==> src/hdl/sfs_pkg.sv <==
// Shared types, constants and CORDIC angle table for the swim stroke foot setpoint block.
`timescale 1ns / 1ps
`default_nettype none

package sfs_pkg;

  localparam int MAX_POINTS = 4096;
  localparam int PT_W = $clog2(MAX_POINTS);

  localparam int CORDIC_STEPS = 16;
  localparam int CORDIC_PER_STAGE = 4;
  localparam int CORDIC_STAGES = CORDIC_STEPS / CORDIC_PER_STAGE;
  localparam int ROT_W = 34;

  localparam int SQRT_BITS = 16;
  localparam int SQRT_STAGES = 4;
  localparam int SQRT_PER_STAGE = SQRT_BITS / SQRT_STAGES;

  localparam int DIV_PER_STAGE = 8;
  localparam int DIV_BITS = PT_W + 32;
  localparam int DIV_STAGES = (DIV_BITS + DIV_PER_STAGE - 1) / DIV_PER_STAGE;
  localparam int DIV_NUM_W = DIV_STAGES * DIV_PER_STAGE - 32;

  // Cycle counts of the speed and rotation units, from the input sample to the registered output, and in total
  localparam int SPEED_XY_LAT = 5 + SQRT_STAGES;
  localparam int ROT_LAT = 1 + CORDIC_STAGES;
  localparam int LATENCY = SPEED_XY_LAT + ROT_LAT + 1 + ROT_LAT + 1;

  localparam logic [31:0] UNIT_Q30 = 32'd652032874;
  localparam logic [31:0] INV_GAIN_Q32 = 32'd2608131497;

  localparam logic [31:0] ARC_TAB [24] = '{
    32'h20000000, 32'h12E4051E, 32'h09FB385B, 32'h051111D4, 32'h028B0D43, 32'h0145D7E1,
    32'h00A2F61E, 32'h00517C55, 32'h0028BE53, 32'h00145F2F, 32'h000A2F98, 32'h000517CC,
    32'h00028BE6, 32'h000145F3, 32'h0000A2F9, 32'h0000517D, 32'h000028BE, 32'h0000145F,
    32'h00000A30, 32'h00000518, 32'h0000028C, 32'h00000146, 32'h000000A3, 32'h00000051
  };

  typedef enum logic [2:0] {
    CFG_FWD_VEL,
    CFG_VERT_VEL,
    CFG_PITCH_RATE,
    CFG_HIP_RADIUS,
    CFG_INV_GAIN,
    CFG_LEG_LENGTH,
    CFG_VERT_AMP,
    CFG_POINTS
  } sfs_cfg_idx_t;

  typedef struct packed {
    logic signed [15:0] forward_velocity;
    logic signed [15:0] vertical_velocity;
    logic signed [15:0] pitch_rate;
    logic [15:0]        hip_radius;
    logic [15:0]        inverse_amplitude_gain;
    logic [14:0]        leg_length;
    logic [14:0]        vertical_amplitude;
    logic [11:0]        points_per_stroke;
  } sfs_cfg_t;

  typedef struct packed {
    logic [1:0]      leg_number;
    logic [PT_W-1:0] point_index;
  } sfs_in_t;

  typedef struct packed {
    logic signed [15:0] foot_x;
    logic signed [15:0] foot_z;
  } sfs_out_t;

endpackage

`default_nettype wire

==> src/hdl/sfs_phase.sv <==
// Stroke phase: point index times one turn divided by the stroke length, long division.
`timescale 1ns / 1ps
`default_nettype none

module sfs_phase (
  input  wire logic                     clk,
  input  wire logic                     en,
  input  wire logic [sfs_pkg::PT_W-1:0] idx,
  input  wire logic [11:0]              points,
  output logic [31:0]                   phase_o
);

  localparam int NS = sfs_pkg::DIV_STAGES;
  localparam int NP = sfs_pkg::DIV_PER_STAGE;
  localparam int NW = sfs_pkg::DIV_NUM_W;

  logic [NW-1:0] num_r [NS];
  logic [11:0]   rem_r [NS];
  logic [31:0]   quo_r [NS];
  logic [NW-1:0] num_nxt [NS];
  logic [11:0]   rem_nxt [NS];
  logic [31:0]   quo_nxt [NS];
  logic [11:0]   den;

  // Zero length acts as one
  always_comb begin
    if (points == 12'd0) begin
      den = 12'd1;
    end else if (13'(points) > 13'(sfs_pkg::MAX_POINTS)) begin
      den = 12'(sfs_pkg::MAX_POINTS);
    end else begin
      den = points;
    end
  end

  always_comb begin
    logic [NW-1:0] num;
    logic [11:0]   rem;
    logic [31:0]   quo;
    logic [12:0]   t;
    for (int s = 0; s < NS; s++) begin
      if (s == 0) begin
        num = NW'(idx);
        rem = '0;
        quo = '0;
      end else begin
        num = num_r[s-1];
        rem = rem_r[s-1];
        quo = quo_r[s-1];
      end
      for (int j = 0; j < NP; j++) begin
        t = {rem, num[NW-1]};
        if (t >= {1'b0, den}) begin
          rem = 12'(t - {1'b0, den});
          quo = {quo[30:0], 1'b1};
        end else begin
          rem = t[11:0];
          quo = {quo[30:0], 1'b0};
        end
        num = {num[NW-2:0], 1'b0};
      end
      num_nxt[s] = num;
      rem_nxt[s] = rem;
      quo_nxt[s] = quo;
    end
  end

  always_ff @(posedge clk) begin
    if (en) begin
      for (int s = 0; s < NS; s++) begin
        num_r[s] <= num_nxt[s];
        rem_r[s] <= rem_nxt[s];
        quo_r[s] <= quo_nxt[s];
      end
    end
  end

  assign phase_o = quo_r[NS-1];

endmodule

`default_nettype wire

==> config.mk <==
export PLATFORM = sky130hd
export DESIGN_NAME = sfs_phase
export DESIGN_NICKNAME = d
export VERILOG_FILES = /design/src/hdl/sfs_pkg.sv /design/src/hdl/sfs_phase.sv
export SDC_FILE = /design/constraint.sdc
export NUM_CORES = 2
export LEC_CHECK = 0
export BUFFER_PORTS_ARGS = -buffer_cell sky130_fd_sc_hd__buf_2
export CORE_MARGIN = 2
export CORE_UTILIZATION = 55
export CTS_CLUSTER_DIAMETER = 80
export DETAILED_ROUTE_END_ITERATION = 16
export PLACE_DENSITY = 0.71
export RECOVER_POWER = 100
export SYNTH_ARGS = -nofsm -noshare
export SYNTH_HDL_FRONTEND = slang
export SYNTH_SLANG_ARGS = --single-unit
==> constraint.sdc <==
create_clock -name clk -period 84.2 [get_ports clk]
set_input_delay 16.84 -clock clk [delete_from_list [all_inputs] [get_ports clk]]
set_output_delay 16.84 -clock clk [all_outputs]
set_load 0.1 [all_outputs]
==> flow_summary_export.csv <==
group,metric,value,unit
outcome,status,"complete, but fails checks",
outcome,violations,"max-capacitance violations, max-slew violations",
cts,clkTransAtPathRegs,0.09,ns
critical_path,cp_slowest_cell,"o31ai_1",
cts,cts_inserted_buffers,17,
detailed_routing,dr.pass1.iters,6,
cts,post-cts-setup-buffers,0,
critical_path,critPathMostFrequentCell,"a21o_1",
worst_hold_path,hold_class,"register to register",
global_routing,grt_max_degree,89,
sta,fmax,21.74,MHz
floorplanning,core_area,61710,um^2
detailed_routing,wl_per_cell,19.06,um
detailed_routing,via_per_inst,6.281,
synth,yosys_most_used_dff,"edfxtp_1",
floorplanning,std_cell_rows,91,
final_layout,seq_area,4444,um^2
cts,clock_latency,0.52,ns
critical_path,cp_data_arrival_time,46.26,ns
cts,cts_resized,0,
synth,synth-seq-area-share,12.93,%
final_layout,multiInputGateArea,28620,um^2
sta,worst_pin_slew,5.397,ns
floorplanning,die_h,254.0,um
global_routing,grt_pass1_wl,155.6,mm
detailed_routing,ant_nets,0,
synth,synth_top_area_share,19.48,%
critical_path,start_kind,"input port",
cts,cts_root_buf,"clkbuf_16",
synth,synth_cells,4240,
synth,syn_area_per_cell,8.104,um^2
global_routing,antenna_found_initial,2,
global_routing,globalRouteOverflowTotal,0,
synth,synth_top_cell_by_area,"ha_1",
sta,drv_slew,330,
synth,synth.cell_area,34360,um^2
synth,synth_edf_count,148,
synth,yosys-top-cells-area,"ha_1, edfxtp_1, mux2_2",
placement,hpwl,73.91,mm
cts,cts_sinks,148,
sta,fin_crit,46.01,ns
sta,rsz0062_at_grt,"no",
synth,synthTopCellsByCount,"ha_1, nor2_1, a21oi_1",
sta,finalCritPeriodShare,54.64,%
sta,finClkSkew,0.02298,ns
final_layout,nFillCells,5773,
sta,finalSetupTns,0,ns
global_routing,grt_pass1_vias,29840,
sta,setup_violations,0,
sta,hold_viol,0,
final_layout,drive_above_1_share,9.995,%
final_layout,stdcell_count,5132,
cts,htree_levels,4,
floorplanning,fp.dieW,254.0,um
synth,synthArstFlopShare,0,%
detailed_routing,initialDrtViolationCount,2498,
floorplanning,start_util,55.68,%
synth,ys_ff_latch,148,
synth,yosys_warnings,0,
final_layout,nNetsFinal,4856,
critical_path,critPathMaxFanout,50,
sta,whs,0.3997,ns
critical_path,slowest_delay,1.66,ns
placement,gp_congestion,0.9366,
critical_path,critical_path_class,"input port to register",
detailed_routing,vias,32240,
cts,cts_buffer_depth,2,
detailed_routing,drc,0,
sta,maxSlewHeadroom,-259.8,%
synth,synth.distinct_cells,99,
cts,cts-hold-fix-buffers,0,
final_layout,areaGrowthSynthToFinish,5.079,%
floorplanning,io_pins,58,
critical_path,worstSetupEndpointType,"register",
synth,yosysMostFrequentCell,"ha_1",
placement,place_inst,5097,
placement,port_buffers,57,
cts,cts_tree,"yes",
critical_path,cp.required,84.45,ns
run,maxCapViolations,9,
floorplanning,dieArea,64490,um^2
global_routing,globalRouteTotalUtil,29.97,%
detailed_routing,routed_wl,97.80,mm
==> state kept, by name, indices dropped and copies added (netlist names) <==
name	count
num_r	8
rem_r	60
quo_r	80
==> critical path: cells and delay by family <==
| kind | cells | cell delay, ns |
|---|---|---|
| AO/OA/AOI/OAI | 52 | 13.70 |
| adder cells (fa/ha/maj) | 8 | 3.10 |
| buffers and inverters | 10 | 7.44 |
| multiplexers | 5 | 2.10 |
| AND/OR/NAND/NOR | 16 | 2.94 |
==> cells by family after synthesis <==
| group | share of synthesized area (%) |
|---|---|
| AOI/OAI and AO/OA | 25.59 |
| and+or+nand+nor | 16.49 |
| adders and majority gates | 20.41 |
| muxes | 12.13 |
| xor gates and xnor gates | 8.743 |
| buffers and inverters | 3.692 |
| DFF | 12.93 |
| other | 0.01091 |
==> per-layer routing <==
metal	part of all wire [%]	wire (um)	global-route usage, %
met2	44	42860	47.56
met5	0.013	13	0
met1	47	45710	41.09
met4	3.7	3614	12.22
met3	5.7	5595	3.636
==> through the flow <==
step,cell area [um^2],setup slack [ns],utilization (%)
floorplan,34380,44.03,-
global placement,35730,43.76,57.90
detailed placement,35730,43.58,57.90
CTS,36290,44.02,58.81
global route,36100,35.57,58.50
finish,36110,38.19,58.51
==> area by class of cell <==
type / instances / area share, %
Inverter: 242 / 2.523
Tap cell: 837 / 2.900
Clock buffer: 17 / 1.178
Sequential cell: 148 / 12.31
Clock inverter: 15 / 0.3742
Antenna cell: 3 / 0.02079
Multi-Input combinational cell: 3770 / 79.25
Timing Repair Buffer: 100 / 1.442
==> worst paths after layout <==
| kind | slack [ns] | depth (start not counted) | startpoint | to |
|---|---|---|---|---|
| worst min-delay path | 0.40 | 0 | quo_r[2][5] | quo_r[3][13] |
| worst min register to register | 0.40 | 0 | quo_r[2][5] | quo_r[3][13] |
| worst max register to register | 59.58 | 95 | rem_r[0][0] | rem_r[1][4] |
| worst max-delay path | 38.19 | 91 | points[1] | rem_r[4][11] |
==> placed cells by master, fill, tap and decap left out, drive strengths merged, types with 17 or more instances in the layout <==
master  netlist  final
a211o        28     28
a211oi       47     47
a21boi       45     45
a21o        207    207
a21oi       339    339
a31oi        45     45
and2         38     38
and3         31     31
buf          30     54
clkbuf       54     63
edfxtp      148    148
ha          535    535
inv         238    247
mux2        303    303
mux2i        70     70
nand2       266    266
nand2b       41     41
nand3        83     83
nand4        76     76
nor2        362    362
nor2b        58     58
nor3         98     98
nor4         17     17
o211ai       28     28
o21a         94     94
o21ai       253    253
o21bai       43     43
o31ai        30     30
or2          28     28
or3          29     29
xnor2       219    219
xor2        124    124
Power is left out: the tool's default activity adds up to more than one toggle a clock period on the data nets, which glitch-free logic cannot reach.
