==> src/hdl/sfs_pkg.sv <==
// Shared types, constants and CORDIC angle table for the swim stroke foot setpoint block.
`timescale 1ns / 1ps
`default_nettype none

package sfs_pkg;

  localparam int MAX_POINTS = 4096;
  localparam int PT_W = $clog2(MAX_POINTS);

  localparam int CORDIC_STEPS = 16;
  localparam int CORDIC_PER_STAGE = 4;
  localparam int CORDIC_STAGES = CORDIC_STEPS / CORDIC_PER_STAGE;
  localparam int ROT_W = 34;

  localparam int SQRT_BITS = 16;
  localparam int SQRT_STAGES = 4;
  localparam int SQRT_PER_STAGE = SQRT_BITS / SQRT_STAGES;

  localparam int DIV_PER_STAGE = 8;
  localparam int DIV_BITS = PT_W + 32;
  localparam int DIV_STAGES = (DIV_BITS + DIV_PER_STAGE - 1) / DIV_PER_STAGE;
  localparam int DIV_NUM_W = DIV_STAGES * DIV_PER_STAGE - 32;

  // Cycle counts of the speed and rotation units, from the input sample to the registered output, and in total
  localparam int SPEED_XY_LAT = 5 + SQRT_STAGES;
  localparam int ROT_LAT = 1 + CORDIC_STAGES;
  localparam int LATENCY = SPEED_XY_LAT + ROT_LAT + 1 + ROT_LAT + 1;

  localparam logic [31:0] UNIT_Q30 = 32'd652032874;
  localparam logic [31:0] INV_GAIN_Q32 = 32'd2608131497;

  localparam logic [31:0] ARC_TAB [24] = '{
    32'h20000000, 32'h12E4051E, 32'h09FB385B, 32'h051111D4, 32'h028B0D43, 32'h0145D7E1,
    32'h00A2F61E, 32'h00517C55, 32'h0028BE53, 32'h00145F2F, 32'h000A2F98, 32'h000517CC,
    32'h00028BE6, 32'h000145F3, 32'h0000A2F9, 32'h0000517D, 32'h000028BE, 32'h0000145F,
    32'h00000A30, 32'h00000518, 32'h0000028C, 32'h00000146, 32'h000000A3, 32'h00000051
  };

  typedef enum logic [2:0] {
    CFG_FWD_VEL,
    CFG_VERT_VEL,
    CFG_PITCH_RATE,
    CFG_HIP_RADIUS,
    CFG_INV_GAIN,
    CFG_LEG_LENGTH,
    CFG_VERT_AMP,
    CFG_POINTS
  } sfs_cfg_idx_t;

  typedef struct packed {
    logic signed [15:0] forward_velocity;
    logic signed [15:0] vertical_velocity;
    logic signed [15:0] pitch_rate;
    logic [15:0]        hip_radius;
    logic [15:0]        inverse_amplitude_gain;
    logic [14:0]        leg_length;
    logic [14:0]        vertical_amplitude;
    logic [11:0]        points_per_stroke;
  } sfs_cfg_t;

  typedef struct packed {
    logic [1:0]      leg_number;
    logic [PT_W-1:0] point_index;
  } sfs_in_t;

  typedef struct packed {
    logic signed [15:0] foot_x;
    logic signed [15:0] foot_z;
  } sfs_out_t;

endpackage

`default_nettype wire

==> src/hdl/sfs_speed.sv <==
// Leg velocity, speed square root, stroke amplitude and tilt vector components.
`timescale 1ns / 1ps
`default_nettype none

module sfs_speed (
  input  wire logic              clk,
  input  wire logic              en,
  input  wire sfs_pkg::sfs_cfg_t cfg,
  input  wire logic [1:0]        leg,
  output logic signed [15:0]     vx_o,
  output logic signed [17:0]     vy_o,
  output logic [19:0]            amp_o
);

  localparam int NS = sfs_pkg::SQRT_STAGES;
  localparam int NP = sfs_pkg::SQRT_PER_STAGE;

  logic signed [32:0] prod_r;
  logic [1:0]         leg_r;
  logic signed [15:0] vz2_r;
  logic signed [15:0] vz3_r;
  logic [30:0]        sqx_r;
  logic [30:0]        sqz_r;

  logic [31:0]        rad_r  [NS+1];
  logic [17:0]        rem_r  [NS+1];
  logic [15:0]        root_r [NS+1];
  logic signed [15:0] vzq_r  [NS+1];
  logic [31:0]        rad_nxt  [NS];
  logic [17:0]        rem_nxt  [NS];
  logic [15:0]        root_nxt [NS];

  logic signed [17:0] vy_r;
  logic [15:0]        v9_r;
  logic [31:0]        ap_r;
  logic [19:0]        amp_r;

  logic signed [17:0] term_w;
  logic signed [17:0] vzc_w;
  logic signed [17:0] vz_sum;
  logic signed [15:0] vz2_nxt;
  logic signed [31:0] sqx_w;
  logic signed [31:0] sqz_w;
  logic [32:0]        amp_sum;

  always_comb begin
    term_w = 18'(($signed(prod_r) + 33'sd32768) >>> 16);
    vzc_w = 18'($signed(cfg.vertical_velocity));
    if (leg_r == 2'd0 || leg_r == 2'd3) begin
      vz_sum = vzc_w + term_w;
    end else begin
      vz_sum = vzc_w - term_w;
    end
    if (vz_sum > 18'sd32767) begin
      vz2_nxt = 16'sh7FFF;
    end else if (vz_sum < -18'sd32768) begin
      vz2_nxt = 16'sh8000;
    end else begin
      vz2_nxt = vz_sum[15:0];
    end
    sqx_w = $signed(cfg.forward_velocity) * $signed(cfg.forward_velocity);
    sqz_w = vz2_r * vz2_r;
  end

  // Square root, two radicand bits per step
  always_comb begin
    logic [31:0] rad;
    logic [17:0] rem;
    logic [15:0] root;
    logic [19:0] cur;
    logic [19:0] trial;
    for (int s = 0; s < NS; s++) begin
      rad = rad_r[s];
      rem = rem_r[s];
      root = root_r[s];
      for (int j = 0; j < NP; j++) begin
        cur = {rem, rad[31:30]};
        trial = {2'b00, root, 2'b01};
        if (cur >= trial) begin
          rem = 18'(cur - trial);
          root = {root[14:0], 1'b1};
        end else begin
          rem = cur[17:0];
          root = {root[14:0], 1'b0};
        end
        rad = {rad[29:0], 2'b00};
      end
      rad_nxt[s] = rad;
      rem_nxt[s] = rem;
      root_nxt[s] = root;
    end
  end

  assign amp_sum = {1'b0, ap_r} + 33'd4096;

  always_ff @(posedge clk) begin
    if (en) begin
      prod_r <= $signed(cfg.pitch_rate) * $signed({1'b0, cfg.hip_radius});
      leg_r <= leg;
      vz2_r <= vz2_nxt;
      sqx_r <= sqx_w[30:0];
      sqz_r <= sqz_w[30:0];
      vz3_r <= vz2_r;
      rad_r[0] <= {1'b0, sqx_r} + {1'b0, sqz_r};
      rem_r[0] <= '0;
      root_r[0] <= '0;
      vzq_r[0] <= vz3_r;
      for (int s = 0; s < NS; s++) begin
        rad_r[s+1] <= rad_nxt[s];
        rem_r[s+1] <= rem_nxt[s];
        root_r[s+1] <= root_nxt[s];
        vzq_r[s+1] <= vzq_r[s];
      end
      vy_r <= 18'(vzq_r[NS]) - $signed({2'b00, root_r[NS]});
      v9_r <= root_r[NS];
      ap_r <= v9_r * cfg.inverse_amplitude_gain;
      amp_r <= amp_sum[32:13];
    end
  end

  assign vx_o = cfg.forward_velocity;
  assign vy_o = vy_r;
  assign amp_o = amp_r;

endmodule

`default_nettype wire

==> config.mk <==
export PLATFORM = sky130hd
export DESIGN_NAME = sfs_speed
export DESIGN_NICKNAME = d
export VERILOG_FILES = /design/src/hdl/sfs_pkg.sv /design/src/hdl/sfs_speed.sv
export SDC_FILE = /design/constraint.sdc
export NUM_CORES = 2
export LEC_CHECK = 0
export BUFFER_PORTS_ARGS = -buffer_cell sky130_fd_sc_hd__buf_2
export CAP_MARGIN = 0
export CORE_MARGIN = 4
export CORE_UTILIZATION = 55
export DETAILED_ROUTE_END_ITERATION = 8
export PLACE_DENSITY = 0.75
export SKIP_CTS_REPAIR_TIMING = 1
export SLEW_MARGIN = 20
export SYNTH_ARGS = -nofsm -noshare
export SYNTH_HDL_FRONTEND = slang
export SYNTH_SLANG_ARGS = --single-unit
export TNS_END_PERCENT = 5
==> constraint.sdc <==
create_clock -name clk -period 9.15 [get_ports clk]
set_input_delay 0.915 -clock clk [delete_from_list [all_inputs] [get_ports clk]]
set_output_delay 0.915 -clock clk [all_outputs]
set_load 0.02 [all_outputs]
==> out/results.tsv <==
stage	metric	value	unit
worst_setup_path	required	9.50	ns
placement	place_congestion	0.899	
worst_setup_path	crit_type	flop to flop	
clock_tree	path_clk_slew	0.06	ns
sta	slew_viol_final	0	
worst_setup_path	cp-end-kind	flop	
yosys	avgSynthCellArea	9.76	sq um
detailed_routing	drtIter0Drc	2564	
detailed_routing	drt_drc_violations_left	0	
floorplan	dieArea	0.114	sq mm
floorplan	start_util	0.556	
grt	grt_max_degree	165	
floorplan	die_w	338	um
sta	setup_violations	0	
worst_setup_path	arrival	9.04	ns
grt	grt_pass1_wl	214	mm
finish	nFillCells	8882	
floorplan	num_rows	120	
worst_hold_path	hold_depth	0	
sta	worst_pin_slew	1.04	ns
floorplan	core_area	0.108	sq mm
sta	fin_worst_skew	0.0317	ns
yosys	yosys_warnings	0	
finish	final_cell_mix	inv_1 (1198), fa_1 (853), nand2_1 (618)	
finish	multi_input_area	0.0417	sq mm
worst_setup_path	crit_fanout	12	
flow_run	cap_viol_max_count	0	
clock_tree	tritoncts	yes	
clock_tree	cts_buffers	51	
placement	portBuffers	137	
detailed_routing	routed_wl	128	mm
finish	layout_commonest_cell	inv_1	
finish	regArea	0.0132	sq mm
outcome	status	finished, final reports clean	
finish	drive_gt1_frac	0.0665	
sta	rsz0062_at_grt	true	
floorplan	die-height	338	um
grt	antenna_found_initial	5	
worst_setup_path	rr_endpoint	rem_r[0][68]$_DFFE_PP_	
detailed_routing	final_antenna_net_count	0	
clock_tree	cts_sinks	439	
sta	hold_viol	0	
detailed_routing	vias	42400	
yosys	synthFlopType	edfxtp_1	
clock_tree	clock_latency	0.62	ns
detailed_routing	firstDrtPassIters	5	
yosys	async_flop_share	0	
worst_hold_path	min_to	vzq_r[0][58]$_DFFE_PP_	
worst_hold_path	hp-class	flop to flop	
finish	nets	7830	
placement	placed_area	0.0623	sq mm
detailed_routing	wl_per_cell	16.7	um
worst_setup_path	cp_slowest_cell	edfxtp_1	
placement	place_hpwl	103	mm
sta	fmax	115	MHz
sta	relSlewSlack	0.308	
yosys	ys_ff_latch	439	
clock_tree	htreeDepth	2	
yosys	synth_cell_types	91	
yosys	synth.cell_area	0.0599	sq mm
yosys	ys_seq_area_frac	0.220	
grt	grt_overflow_total	0	
floorplan	io_pins	180	
yosys	synth_edf_count	439	
detailed_routing	viasPerCell	5.51	
worst_setup_path	ff2ff_setup_slack	0.46	ns
finish	fin_area	0.0642	sq mm
grt	grt_usage	0.230	
sta	fin_setup_tns	0	ns
worst_setup_path	ff2ff_path_depth	43	
finish	synthToLayoutAreaGrowth	7.11	%
worst_setup_path	slowest_delay	0.40	ns
worst_setup_path	worstReg2RegStart	root_r[0][32]$_DFFE_PP_	
sta	layout_min_cycle_time	8.69	ns
clock_tree	cts_max_path_buffers	3	
sta	fin_crit_sh	0.950	
worst_hold_path	hp-start	vzq_r[0][42]$_DFFE_PP_	
yosys	synthCells	6138	
worst_setup_path	critPathLaunchType	flop	
clock_tree	ctsRootBufferMaster	clkbuf_16	
grt	grt_pass1_vias	44400	
cells in the mapped netlist (80+ instances only):
library cell,number,area [sq um]
xnor2_1,248,2170
o21ai_0,162,811
nand2_1,619,2320
edfxtp_1,439,13200
nor3_1,98,490
nor2_1,321,1200
a21oi_1,206,1030
clkbuf_1,134,503
nand3_1,80,400
xor2_1,104,911
ha_1,604,7560
and2_1,301,1880
fa_1,853,17100
inv_1,1203,4520
area by class of cell:
class                           instances  area share
Inverter                             1210      0.0708
Antenna cell                            1   0.0000390
Clock inverter                         34     0.00546
Multi-Input combinational cell       4328       0.649
Timing Repair Buffer                  217      0.0212
Clock buffer                           59      0.0204
Tap cell                             1403      0.0274
Sequential cell                       439       0.205
sequential cells by signal (all words and copies together) (netlist names):
name and cells:
vz3_r 16, sqz_r 29, leg_r 2, vy_o 18
vz2_r 16, ap_r 20, rad_r 80, prod_r 18
rem_r 54, vzq_r 80, root_r 40, v9_r 16
amp_o 20, sqx_r 30
how the worst max path moves through the flow:
| stage | start | end | slack, ns | cells past startpoint |
|---|---|---|---|---|
| floorplan | root_r[0][32]$_DFFE_PP_ | rem_r[0][68]$_DFFE_PP_ | 0.02 | 46 |
| global placement | root_r[0][32]$_DFFE_PP_ | rem_r[0][68]$_DFFE_PP_ | 0.19 | 42 |
| detailed placement | root_r[0][32]$_DFFE_PP_ | rem_r[0][68]$_DFFE_PP_ | 0.19 | 42 |
| CTS | root_r[0][32]$_DFFE_PP_ | rem_r[0][68]$_DFFE_PP_ | 0.08 | 42 |
| global route | root_r[0][35]$_DFFE_PP_ | rem_r[0][69]$_DFFE_PP_ | -0.04 | 45 |
| finish | root_r[0][32]$_DFFE_PP_ | rem_r[0][68]$_DFFE_PP_ | 0.46 | 43 |
per-layer routing:
layer / wire length (um) / vias up / GRT usage
met5: 46 / - / 0
met4: 4910 / 6 / 0.0878
met3: 7080 / 304 / 0.0323
li1: - / 19900 / -
met1: 52400 / 21000 / 0.293
met2: 63900 / 1158 / 0.399
worst max-delay path, delay by kind of cell, from the launching register on:
| family | cells | cell delay, ns |
|---|---|---|
| buffers and inverters | 10 | 1.12 |
| XOR/XNOR | 1 | 0.12 |
| AO/OA/AOI/OAI | 16 | 3.47 |
| adder cells (fa/ha/maj) | 4 | 1.29 |
| flip-flops | 1 | 0.40 |
| AND/OR/NAND/NOR | 12 | 2.02 |
cells by family after synthesis:
| group | synth area share |
|---|---|
| XOR/XNOR | 0.0515 |
| other | 0.0000626 |
| AND/OR/NAND/NOR | 0.141 |
| flip-flops | 0.220 |
| buffers and inverters | 0.0875 |
| adder cells (fa/ha/maj) | 0.411 |
| multiplexers | 0.00779 |
| AO/OA/AOI/OAI | 0.0810 |
metrics by stage:
step	std cells	hold slack (ns)	utilization	setup WS (ns)
after floorplan	6139	0.400	-	0.0152
after global placement	7591	0.401	0.579	0.194
after detailed placement	7591	0.405	0.579	0.188
after CTS	7684	0.386	0.594	0.0776
after global routing	7690	0.398	0.596	-0.0351
final	7691	0.394	0.596	0.460
Power is not shown: default switching activity piles up to over one toggle a cycle in this logic, so the estimate is an artifact.
