**src/hdl/sfs_pkg.sv**
```systemverilog
// Shared types, constants and CORDIC angle table for the swim stroke foot setpoint block.
`timescale 1ns / 1ps
`default_nettype none

package sfs_pkg;

  localparam int MAX_POINTS = 4096;
  localparam int PT_W = $clog2(MAX_POINTS);

  localparam int CORDIC_STEPS = 16;
  localparam int CORDIC_PER_STAGE = 4;
  localparam int CORDIC_STAGES = CORDIC_STEPS / CORDIC_PER_STAGE;
  localparam int ROT_W = 34;

  localparam int SQRT_BITS = 16;
  localparam int SQRT_STAGES = 4;
  localparam int SQRT_PER_STAGE = SQRT_BITS / SQRT_STAGES;

  localparam int DIV_PER_STAGE = 8;
  localparam int DIV_BITS = PT_W + 32;
  localparam int DIV_STAGES = (DIV_BITS + DIV_PER_STAGE - 1) / DIV_PER_STAGE;
  localparam int DIV_NUM_W = DIV_STAGES * DIV_PER_STAGE - 32;

  // Cycle counts of the speed and rotation units, from the input sample to the registered output, and in total
  localparam int SPEED_XY_LAT = 5 + SQRT_STAGES;
  localparam int ROT_LAT = 1 + CORDIC_STAGES;
  localparam int LATENCY = SPEED_XY_LAT + ROT_LAT + 1 + ROT_LAT + 1;

  localparam logic [31:0] UNIT_Q30 = 32'd652032874;
  localparam logic [31:0] INV_GAIN_Q32 = 32'd2608131497;

  localparam logic [31:0] ARC_TAB [24] = '{
    32'h20000000, 32'h12E4051E, 32'h09FB385B, 32'h051111D4, 32'h028B0D43, 32'h0145D7E1,
    32'h00A2F61E, 32'h00517C55, 32'h0028BE53, 32'h00145F2F, 32'h000A2F98, 32'h000517CC,
    32'h00028BE6, 32'h000145F3, 32'h0000A2F9, 32'h0000517D, 32'h000028BE, 32'h0000145F,
    32'h00000A30, 32'h00000518, 32'h0000028C, 32'h00000146, 32'h000000A3, 32'h00000051
  };

  typedef enum logic [2:0] {
    CFG_FWD_VEL,
    CFG_VERT_VEL,
    CFG_PITCH_RATE,
    CFG_HIP_RADIUS,
    CFG_INV_GAIN,
    CFG_LEG_LENGTH,
    CFG_VERT_AMP,
    CFG_POINTS
  } sfs_cfg_idx_t;

  typedef struct packed {
    logic signed [15:0] forward_velocity;
    logic signed [15:0] vertical_velocity;
    logic signed [15:0] pitch_rate;
    logic [15:0]        hip_radius;
    logic [15:0]        inverse_amplitude_gain;
    logic [14:0]        leg_length;
    logic [14:0]        vertical_amplitude;
    logic [11:0]        points_per_stroke;
  } sfs_cfg_t;

  typedef struct packed {
    logic [1:0]      leg_number;
    logic [PT_W-1:0] point_index;
  } sfs_in_t;

  typedef struct packed {
    logic signed [15:0] foot_x;
    logic signed [15:0] foot_z;
  } sfs_out_t;

endpackage

`default_nettype wire

```
**src/hdl/sfs_rotate.sv**
```systemverilog
// CORDIC rotation of (x, y) counterclockwise by an angle in turns, gain kept.
`timescale 1ns / 1ps
`default_nettype none

module sfs_rotate (
  input  wire logic                              clk,
  input  wire logic                              en,
  input  wire logic signed [sfs_pkg::ROT_W-1:0]  x_i,
  input  wire logic signed [sfs_pkg::ROT_W-1:0]  y_i,
  input  wire logic [31:0]                       ang_i,
  output logic signed [sfs_pkg::ROT_W-1:0]       x_o,
  output logic signed [sfs_pkg::ROT_W-1:0]       y_o
);

  localparam int W = sfs_pkg::ROT_W;
  localparam int NS = sfs_pkg::CORDIC_STAGES;
  localparam int NP = sfs_pkg::CORDIC_PER_STAGE;

  logic signed [W-1:0] x_r [NS+1];
  logic signed [W-1:0] y_r [NS+1];
  logic signed [W-1:0] z_r [NS+1];
  logic signed [W-1:0] x_nxt [NS];
  logic signed [W-1:0] y_nxt [NS];
  logic signed [W-1:0] z_nxt [NS];
  logic signed [W-1:0] x0_nxt;
  logic signed [W-1:0] y0_nxt;
  logic [31:0]         a0;

  // Second and third quadrants: negate and turn by half a turn
  always_comb begin
    if (ang_i[31:30] == 2'd1 || ang_i[31:30] == 2'd2) begin
      x0_nxt = -x_i;
      y0_nxt = -y_i;
      a0 = ang_i + 32'h80000000;
    end else begin
      x0_nxt = x_i;
      y0_nxt = y_i;
      a0 = ang_i;
    end
  end

  always_comb begin
    logic signed [W-1:0] x;
    logic signed [W-1:0] y;
    logic signed [W-1:0] z;
    logic signed [W-1:0] dx;
    logic signed [W-1:0] dy;
    int k;
    for (int s = 0; s < NS; s++) begin
      x = x_r[s];
      y = y_r[s];
      z = z_r[s];
      for (int j = 0; j < NP; j++) begin
        k = s * NP + j;
        dx = y >>> k;
        dy = x >>> k;
        if (!z[W-1]) begin
          x = x - dx;
          y = y + dy;
          z = z - $signed(W'(sfs_pkg::ARC_TAB[k]));
        end else begin
          x = x + dx;
          y = y - dy;
          z = z + $signed(W'(sfs_pkg::ARC_TAB[k]));
        end
      end
      x_nxt[s] = x;
      y_nxt[s] = y;
      z_nxt[s] = z;
    end
  end

  always_ff @(posedge clk) begin
    if (en) begin
      x_r[0] <= x0_nxt;
      y_r[0] <= y0_nxt;
      z_r[0] <= W'($signed(a0));
      for (int s = 0; s < NS; s++) begin
        x_r[s+1] <= x_nxt[s];
        y_r[s+1] <= y_nxt[s];
        z_r[s+1] <= z_nxt[s];
      end
    end
  end

  assign x_o = x_r[NS];
  assign y_o = y_r[NS];

endmodule

`default_nettype wire

```
**config.mk**
```make
export PLATFORM = sky130hd
export DESIGN_NAME = sfs_rotate
export DESIGN_NICKNAME = d
export VERILOG_FILES = /design/src/hdl/sfs_pkg.sv /design/src/hdl/sfs_rotate.sv
export SDC_FILE = /design/constraint.sdc
export NUM_CORES = 2
export LEC_CHECK = 0
export ABC_CLOCK_PERIOD_IN_PS = 22000
export BUFFER_PORTS_ARGS = -buffer_cell sky130_fd_sc_hd__buf_2
export CORE_UTILIZATION = 65
export DETAILED_ROUTE_END_ITERATION = 8
export PLACE_DENSITY = 0.82
export SLEW_MARGIN = 20
export SYNTH_ARGS = -nofsm -noshare
export SYNTH_HDL_FRONTEND = slang
export SYNTH_SLANG_ARGS = --single-unit
```
**constraint.sdc**
```tcl
create_clock -name clk -period 22 [get_ports clk]
set_input_delay 3.3 -clock clk [delete_from_list [all_inputs] [get_ports clk]]
set_output_delay 3.3 -clock clk [all_outputs]
set_load 0.02 [all_outputs]
```
==> impl_metrics.py <==
metrics = {
    "hold_path": {
        "whs_path_depth": 1,
        "hp-class": "flip-flop to flip-flop",
        "min_from": "z_r[0][0]",
        "holdPathEnd": "z_r[0][34]",
    },
    "sta": {
        "period_share": 0.812,
        "slew_viol_final": 0,
        "fmax_mhz": 56.0,
        "timing_hold_violations_final": 0,
        "setup_tns_ps": 0,
        "fin_skew_ps": 49.4,
        "rsz0062_at_grt": "false",
        "post-route-min-period_ps": 17870,
        "relSlewSlack": 0.207,
        "worstMarginPinSlew_ps": 1170,
        "final-setup-viol-count": 0,
    },
    "clock_network": {
        "ctsHoldBuffers": 0,
        "htree_levels": 2,
        "cts.sinks": 474,
        "cts_root_buffer": "clkbuf_16",
        "cts_resized": 0,
        "clock_path_buffers": 3,
        "clkTransAtPathRegs_ps": 60,
        "cts_tree": "built",
        "numCtsBuffers": 56,
        "cts_post_setup_buffers_inserted": 0,
        "insertion_delay_ps": 720,
    },
    "drt": {
        "drt_pass1_iterations": 7,
        "dr.first_iter.drc_count": 9307,
        "drc": 0,
        "via_per_inst": 6.53,
        "wirelength_um": 319000,
        "drt-wirelength-per-cell_um": 20.1,
        "route.antenna.remaining_nets": 0,
        "vias": 104000,
    },
    "synthesis": {
        "yosys-top-cells-area": "ha_1 (18%), edfxtp_1 (13%), xnor2_1 (11%)",
        "ys_seq_elements": 474,
        "yosysUniqueCellTypes": 97,
        "synth_xor_area_frac": 0.168,
        "syn_area_um2": 106000,
        "synth.net_count": 15400,
        "ys_warn_count": 0,
        "synth-edff-count": 474,
        "async_flop_share": 0,
        "synth-compound-area-share": 0.260,
        "synth_top_area_cell": "ha_1",
        "postSynthAreaPerCell_um2": 7.70,
        "syn_inst": 13700,
        "synthMuxAreaShare": 0.0136,
        "ys.flop_type": "edfxtp_1",
        "synth_top_area_share": 0.185,
        "yosys.area_share.simple": 0.189,
        "ys_seq_area_frac": 0.135,
        "synth_top_family_by_area": "compound AO/OA/AOI/OAI gates",
        "synth_fa_ha_area_frac": 0.193,
    },
    "global_routing": {
        "grt_max_degree": 84,
        "grt_overflow": 0,
        "grt.total_usage": 0.372,
        "grt_pass1_wl_um": 503000,
        "grt_pass1_vias": 97500,
        "grt_antenna_before_repair": 16,
    },
    "setup_path": {
        "cp-end-kind": "flip-flop",
        "required_ps": 22450,
        "crit_top_cell": "a21oi_1",
        "path_class": "flip-flop to flip-flop",
        "r2r_slack_ps": 4130,
        "worst_r2r_path_depth": 62,
        "cp_slowest_cell": "o31ai_1",
        "r2r-start": "z_r[0][135]",
        "cp_max_fo": 67,
        "critPathMaxStageDelay_ps": 920,
        "arrival_ps": 18320,
        "r2r_end": "x_r[0][169]",
        "crit_path_start_kind": "flip-flop",
    },
    "die": {
        "die-area_um2": 164000,
        "die_h_um": 405,
        "core_um2": 161000,
        "start_util": 0.656,
        "num_rows": 147,
        "num_io_pins": 170,
        "die_x_um": 405,
    },
    "job": {
        "max_cap_violations": 0,
    },
    "place": {
        "gp_congestion": 1.03,
        "port-buffer-count": 169,
        "dp_hpwl_um": 264000,
    },
    "finish": {
        "nNetsFinal": 15400,
        "area_growth_pct": 4.34,
        "drive_gt1_frac": 0.0443,
    },
    "status": {
        "status": "finished, final reports clean",
    },
}
==> critical path: cells and delay by family, from the launching register on <==
kind,cells,cell delay (ps)
AO/OA/AOI/OAI,34,9310
XOR/XNOR,4,570
adder cells (fa/ha/maj),4,1490
buffers and inverters,8,3060
flip-flops,1,320
AND/OR/NAND/NOR,12,2780
==> layout make-up <==
cell class,instances,area [µm²]
Tap cell,2160,2700
Clock buffer,62,1420
Antenna cell,10,25.0
Clock inverter,41,522
Timing Repair Buffer,224,1270
Sequential cell,474,14200
Multi-Input combinational cell,12200,87100
Inverter,764,2870
Fill cell,13700,50800
==> how the worst max path moves through the flow <==
| stage | start | to | slack (ps) | depth (start not counted) |
|---|---|---|---|---|
| finish | z_r[0][135] | x_r[0][169] | 4130 | 62 |
| global route | z_r[0][135] | x_r[0][169] | 3040 | 64 |
| global placement | z_r[0][135] | x_r[0][169] | 5030 | 64 |
| CTS | z_r[0][135] | x_r[0][169] | 4430 | 64 |
| floorplan | z_r[0][135] | x_r[0][169] | 6660 | 60 |
| detailed placement | z_r[0][135] | x_r[0][169] | 4580 | 64 |
==> registers in the layout (all words and copies together), names as in the netlist <==
name / cells
y_r: 170
z_r: 134
x_r: 170
==> Yosys cell counts (44+ instances only) <==
| master | number |
|---|---|
| ha_1 | 1560 |
| a21oi_1 | 1371 |
| xnor2_1 | 1352 |
| nor2_1 | 1238 |
| nand2_1 | 870 |
| o21ai_0 | 807 |
| inv_1 | 756 |
| xor2_1 | 660 |
| a21o_1 | 499 |
| edfxtp_1 | 474 |
| nor3_1 | 392 |
| nand3_1 | 286 |
| o21a_1 | 219 |
| nand2b_1 | 217 |
| nor2b_1 | 207 |
| clkbuf_1 | 205 |
| a31oi_1 | 184 |
| o21bai_1 | 170 |
| and3_1 | 147 |
| a211oi_1 | 142 |
| or3_1 | 139 |
| o31ai_1 | 125 |
| or2_2 | 111 |
| o211ai_1 | 105 |
| and2_1 | 90 |
| nand4_1 | 90 |
| nor4_1 | 88 |
| a21boi_0 | 81 |
| mux2_2 | 72 |
| buf_4 | 68 |
| mux2i_1 | 59 |
| o41ai_1 | 57 |
| nor3b_1 | 47 |
| or4_1 | 47 |
| a211o_1 | 46 |
| o2111ai_1 | 46 |
| a31o_2 | 44 |
| fa_1 | 44 |
==> routing by layer <==
layer / vias up / track usage / share of wire
met4: 6 / 0.174 / 0.050
met2: 4090 / 0.635 / 0.46
met3: 853 / 0.0518 / 0.073
met1: 48600 / 0.461 / 0.41
met5: - / 0 / 0.00013
li1: 50100 / - / -
==> cell families after synthesis <==
| family | after synthesis |
|---|---|
| compound gates | 4300 |
| xor+xnor | 2019 |
| fa+ha+maj | 1604 |
| buf+inv | 1079 |
| flops | 474 |
| mux | 133 |
| simple gates | 4094 |
==> cells in the final DEF, fill, tap and decap left out, types with 47 or more instances in the layout <==
| master | instances |
|---|---|
| inv_1 | 755 |
| or3_1 | 139 |
| or4_1 | 47 |
| o21ai_0 | 807 |
| buf_4 | 55 |
| nand4_1 | 90 |
| a21boi_0 | 81 |
| and3_1 | 147 |
| o41ai_1 | 57 |
| nor4_1 | 88 |
| o21a_1 | 219 |
| a211oi_1 | 142 |
| and2_1 | 90 |
| mux2i_1 | 59 |
| o31ai_1 | 125 |
| edfxtp_1 | 474 |
| nand2b_1 | 215 |
| a31oi_1 | 184 |
| nor3_1 | 391 |
| o211ai_1 | 105 |
| nor2b_1 | 207 |
| ha_1 | 1560 |
| a21o_1 | 499 |
| xor2_1 | 659 |
| buf_2 | 168 |
| nand2_1 | 870 |
| a21oi_1 | 1369 |
| o21bai_1 | 170 |
| xnor2_1 | 1349 |
| nor2_1 | 1238 |
| clkbuf_16 | 56 |
| mux2_2 | 72 |
| or2_2 | 111 |
| nand3_1 | 286 |
==> per-stage QoR <==
stage | setup slack [ps] | instance area, µm² | hold WS, ps | cells | utilization
3_5_place_dp | 4580 | 108000 | 637 | 15800 | 0.672
4_1_cts | 4430 | 110000 | 653 | 15900 | 0.684
3_3_place_gp | 5030 | 108000 | 632 | 15800 | 0.672
6_report | 4130 | 110000 | 652 | 15900 | 0.684
5_1_grt | 3040 | 110000 | 680 | 15900 | 0.684
2_1_floorplan | 6660 | 106000 | 578 | 13700 | -
Power is left out: the tool's default activity adds up to more than one toggle a clock period on the data nets, which glitch-free logic cannot reach.
